File: src/rtl/fmi_ram.sv
module fmi_ram #(
  parameter int unsigned Width = 8,
  parameter int unsigned Depth = 16
) (
  input  logic                     clk_i,
  input  logic                     we_i,
  input  logic [$clog2(Depth)-1:0] waddr_i,
  input  logic [Width-1:0]         wdata_i,
  input  logic [$clog2(Depth)-1:0] raddr_i,
  output logic [Width-1:0]         rdata_o
);
  logic [Width-1:0] mem_q [Depth];

  always_ff @(posedge clk_i) begin
    if (we_i) begin
      mem_q[waddr_i] <= wdata_i;
    end
    rdata_o <= mem_q[raddr_i];
  end
endmodule

File: config.mk
export PLATFORM = sky130hd
export DESIGN_NAME = fmi_ram
export DESIGN_NICKNAME = d
export VERILOG_FILES = /design/src/rtl/fmi_ram.sv
export SDC_FILE = /design/constraint.sdc
export NUM_CORES = 1
export LEC_CHECK = 0
export BUFFER_PORTS_ARGS = -buffer_cell sky130_fd_sc_hd__buf_2
export CELL_PAD_IN_SITES_DETAIL_PLACEMENT = 0
export CELL_PAD_IN_SITES_GLOBAL_PLACEMENT = 1
export CORE_ASPECT_RATIO = 1.1
export CORE_MARGIN = 5
export CORE_UTILIZATION = 50
export CTS_BUF_LIST = sky130_fd_sc_hd__clkbuf_4 sky130_fd_sc_hd__clkbuf_8 sky130_fd_sc_hd__clkbuf_16
export CTS_CLUSTER_DIAMETER = 60
export DETAILED_ROUTE_END_ITERATION = 12
export HOLD_SLACK_MARGIN = 0.12
export PLACE_DENSITY_LB_ADDON = 0.12
export SLEW_MARGIN = 20
export SYNTH_ARGS = -nofsm -noshare
export SYNTH_HDL_FRONTEND = slang
export SYNTH_SLANG_ARGS = --single-unit
File: constraint.sdc
create_clock -name clk_i -period 4 [get_ports clk_i]
set_input_delay 0.8 -clock clk_i [delete_from_list [all_inputs] [get_ports clk_i]]
set_output_delay 0.8 -clock clk_i [all_outputs]
set_load 0.1 [all_outputs]
==> results.sh <==
export IMPL_outcome="finished clean"
export IMPL_dp_cells=369
export IMPL_type_of_the_tightest_min_delay_check="reg2reg"
export IMPL_worstSetupStartpointType="flip-flop"
export IMPL_first_global_vias=2477
export IMPL_sinks_on_clock_net=136
export IMPL_count_of_final_hold_check_violations=0
export IMPL_worst_slew_pin_transition_ns=0.976
export IMPL_post_route_min_period_ns=2.10
export IMPL_totalNegativeSetupSlack_ns=0
export IMPL_hold_path_depth=3
export IMPL_clk_pin_slew_worst_setup_hold_paths_ns=0.06
export IMPL_fin_hold_ws_ns=0.670
export IMPL_pin_count_of_the_biggest_net_entering_global_routing=33
export IMPL_final_util_pct=59.4
export IMPL_global_route_usage_total_pct=16.8
export IMPL_setup_clock_skew_after_layout_ns=0.0101
export IMPL_detailedRoute_firstPassIterationCount=4
export IMPL_coreArea_um2=9980
export IMPL_clock_tree_htree_level_count=4
export IMPL_detailedRoute_firstIterationViolations=172
export IMPL_vias_per_cell=5.82
export IMPL_p_sw_uw=703
export IMPL_die_width_um=107
export IMPL_total_power_uw=3240
export IMPL_numCtsBuffers=17
export IMPL_switching_share_pct=21.7
export IMPL_cellLeakagePower_uw=0.00199
export IMPL_reg2reg_depth=3
export IMPL_global_route_overflow_total=0
export IMPL_port_buffer_count=25
export IMPL_holdBufCountCts=0
export IMPL_detailedPlacementHpwl_mm=5.82
export IMPL_layout_cells_non_filler=401
export IMPL_place_congestion=0.729
export IMPL_path_cells="buf_2"
export IMPL_synth_distinct_cells=19
export IMPL_reg2reg_to="rdata_o[6]"
export IMPL_routed_wl_mm=9.31
export IMPL_timing_critical_path_buf_inv=1
export IMPL_placement_rows=38
export IMPL_max_vdd_ir_drop_uv=248
export IMPL_grt_first_pass_wirelength_mm=14.5
export IMPL_syn_cell_area_um2=5150
export IMPL_critical_r2r_launch="mem_q[0][6]"
export IMPL_dr_total_vias=2332
export IMPL_total_of_endpoints_with_negative_setup_slack_in_the_final_report=0
export IMPL_final_nets=286
export IMPL_area_growth_synth_to_final_pct=15.2
export IMPL_die_h_um=116
export IMPL_synth_ff_latch_count=136
export IMPL_critical_path_top_delay_family="buffers and inverters"
export IMPL_syn_inst=229
export IMPL_worstPathArrival_ns=1.30
export IMPL_io_pins=26
export IMPL_avgSynthCellArea_um2=22.5
export IMPL_power_density_nw_per_um2=546
export IMPL_synth_yosys_seq_area_share_pct=77.8
export IMPL_route_antenna_remaining_nets=0
export IMPL_floorplan_initialDensity_pct=51.6
export IMPL_maxSlewViolCount=0
export IMPL_timing_critical_path_to_type="primary output"
export IMPL_floorplan_die_area_um2=12400
export IMPL_timing_fmax_mhz=476
export IMPL_clk_latency_ns=0.51
export IMPL_n_antenna_cell=0
export IMPL_cp_data_required_time_ns=3.20
export IMPL_drt_drc_violations_left=0
export IMPL_syn_nets=247
export IMPL_timing_slew_headroom_pct=34.7
export IMPL_timing_critical_path_slowest_stage_cell="sky130_fd_sc_hd__buf_2"
export IMPL_fillerInstances=717
export IMPL_worst_setup_path_type="reg2out"
export IMPL_seq_power_share_pct=49.5
export IMPL_drive_above_1_share_pct=28.1
export IMPL_routedWlPerCell_um=23.2
export IMPL_grt_setup_unrepaired="no"
export IMPL_cp_slowest_stage_delay_ns=0.44
export IMPL_startpoint_of_the_tightest_hold_check_path="mem_q[4][0]"
export IMPL_power_frac_clock_pct=44.2
export IMPL_internal_power_uw=2540
export IMPL_power_share_combinational_pct=6.3
export IMPL_yosys_synthesis_warning_count=0
export IMPL_setup_reg_to_reg_worst_slack_ns=2.64
export IMPL_postCtsSetupBuffers=0
export IMPL_crit_fanout=1
export IMPL_worstHoldEndpoint="rdata_o[0]"
export IMPL_clock_tree_root_cell="sky130_fd_sc_hd__clkbuf_8"
export IMPL_antenna_found_initial=0
export IMPL_clk_path_buf_depth=2
export IMPL_cts_resized=0
export IMPL_min_period_over_period_pct=52.6
export IMPL_cts_tree="built"
export IMPL_drv_cap=0
[power groups by stage]
stage / sequential (uW) / clock [uW] / combinational, uW
6_report: 1600 / 1430 / 204
5_1_grt: 1610 / 1530 / 217
4_1_cts: 1600 / 1460 / 207
3_5_place_dp: 1630 / 0 / 207
3_3_place_gp: 1630 / 0 / 206
2_1_floorplan: 1700 / 0 / 80.9
[flip-flops by register name, summed over array words and instances, names as in the netlist]
name     flops
mem_q      128
rdata_o      8
[final cells by class]
cell class              instances  area (um2)  share of cell area, %
clock buffers                  18         422                   7.11
clock inverters                14         134                   2.26
multi-input cells              83        1060                   17.8
flip-flops and latches        136        4000                   67.5
repair buffers                 30         163                   2.74
well taps                     120         150                   2.53
[per-layer routing]
metal | GRT usage [%] | up-vias | part of all wire (%)
met1 | 22.0 | 1196 | 41
met2 | 27.3 | 76 | 52
met4 | 6.91 | 0 | 0.82
met5 | 0 | - | 0
li1 | - | 1054 | -
met3 | 4.48 | 6 | 5.5
[worst max path at each step]
stage	cells past startpoint	to	slack (ns)	from
after CTS	1	rdata_o[6]	1.84	rdata_o[6]
after global placement	5	rdata_o[4]	1.45	raddr_i[0]
after global routing	1	rdata_o[6]	1.84	rdata_o[6]
after floorplan	2	mem_q[0][0]	1.71	waddr_i[2]
final	1	rdata_o[6]	1.90	rdata_o[6]
after detailed placement	5	rdata_o[4]	1.45	raddr_i[0]
[Yosys cell counts]
| master | count | area (um2) |
|---|---|---|
| sky130_fd_sc_hd__and2_1 | 1 | 6.26 |
| sky130_fd_sc_hd__mux4_2 | 18 | 405 |
| sky130_fd_sc_hd__edfxtp_1 | 128 | 3840 |
| sky130_fd_sc_hd__mux4_1 | 14 | 368 |
| sky130_fd_sc_hd__nand2b_1 | 2 | 12.5 |
| sky130_fd_sc_hd__nor3_1 | 4 | 20.0 |
| sky130_fd_sc_hd__and2b_1 | 1 | 7.51 |
| sky130_fd_sc_hd__buf_2 | 3 | 15.0 |
| sky130_fd_sc_hd__buf_6 | 3 | 33.8 |
| sky130_fd_sc_hd__a22oi_1 | 16 | 120 |
| sky130_fd_sc_hd__clkdlybuf4s25_2 | 3 | 30.0 |
| sky130_fd_sc_hd__buf_4 | 1 | 7.51 |
| sky130_fd_sc_hd__nand3_1 | 1 | 5.00 |
| sky130_fd_sc_hd__or3b_2 | 1 | 8.76 |
| sky130_fd_sc_hd__nor2b_1 | 1 | 6.26 |
| sky130_fd_sc_hd__nand3b_1 | 2 | 15.0 |
| sky130_fd_sc_hd__nor2_1 | 13 | 48.8 |
| sky130_fd_sc_hd__nand2_1 | 9 | 33.8 |
| sky130_fd_sc_hd__dfxtp_1 | 8 | 160 |
[cells by family after synthesis]
logic type,Yosys count,share of synthesized area [%]
AOI/OAI and AO/OA,16,2.33
buffers and inverters,10,1.68
DFF,136,77.8
muxes,32,15.0
and+or+nand+nor,35,3.18
[layout by cell type (no fill, tap or decap), types with 3 or more instances in the layout]
| cell type | count |
|---|---|
| sky130_fd_sc_hd__edfxtp_1 | 128 |
| sky130_fd_sc_hd__buf_2 | 25 |
| sky130_fd_sc_hd__mux4_2 | 18 |
| sky130_fd_sc_hd__a22oi_1 | 16 |
| sky130_fd_sc_hd__clkbuf_16 | 16 |
| sky130_fd_sc_hd__mux4_1 | 14 |
| sky130_fd_sc_hd__nor2_1 | 13 |
| sky130_fd_sc_hd__nand2_1 | 9 |
| sky130_fd_sc_hd__dfxtp_1 | 8 |
| sky130_fd_sc_hd__clkinv_2 | 5 |
| sky130_fd_sc_hd__buf_4 | 5 |
| sky130_fd_sc_hd__nor3_1 | 4 |
| sky130_fd_sc_hd__clkinv_4 | 3 |
[through the flow]
stage	instance area, um2	setup WS (ns)
global route	5930	1.84
global placement	5370	1.45
finish	5930	1.90
floorplan	5150	1.71
detailed placement	5370	1.45
CTS	5930	1.84
No activity file was read; power rests on OpenSTA's default activity.
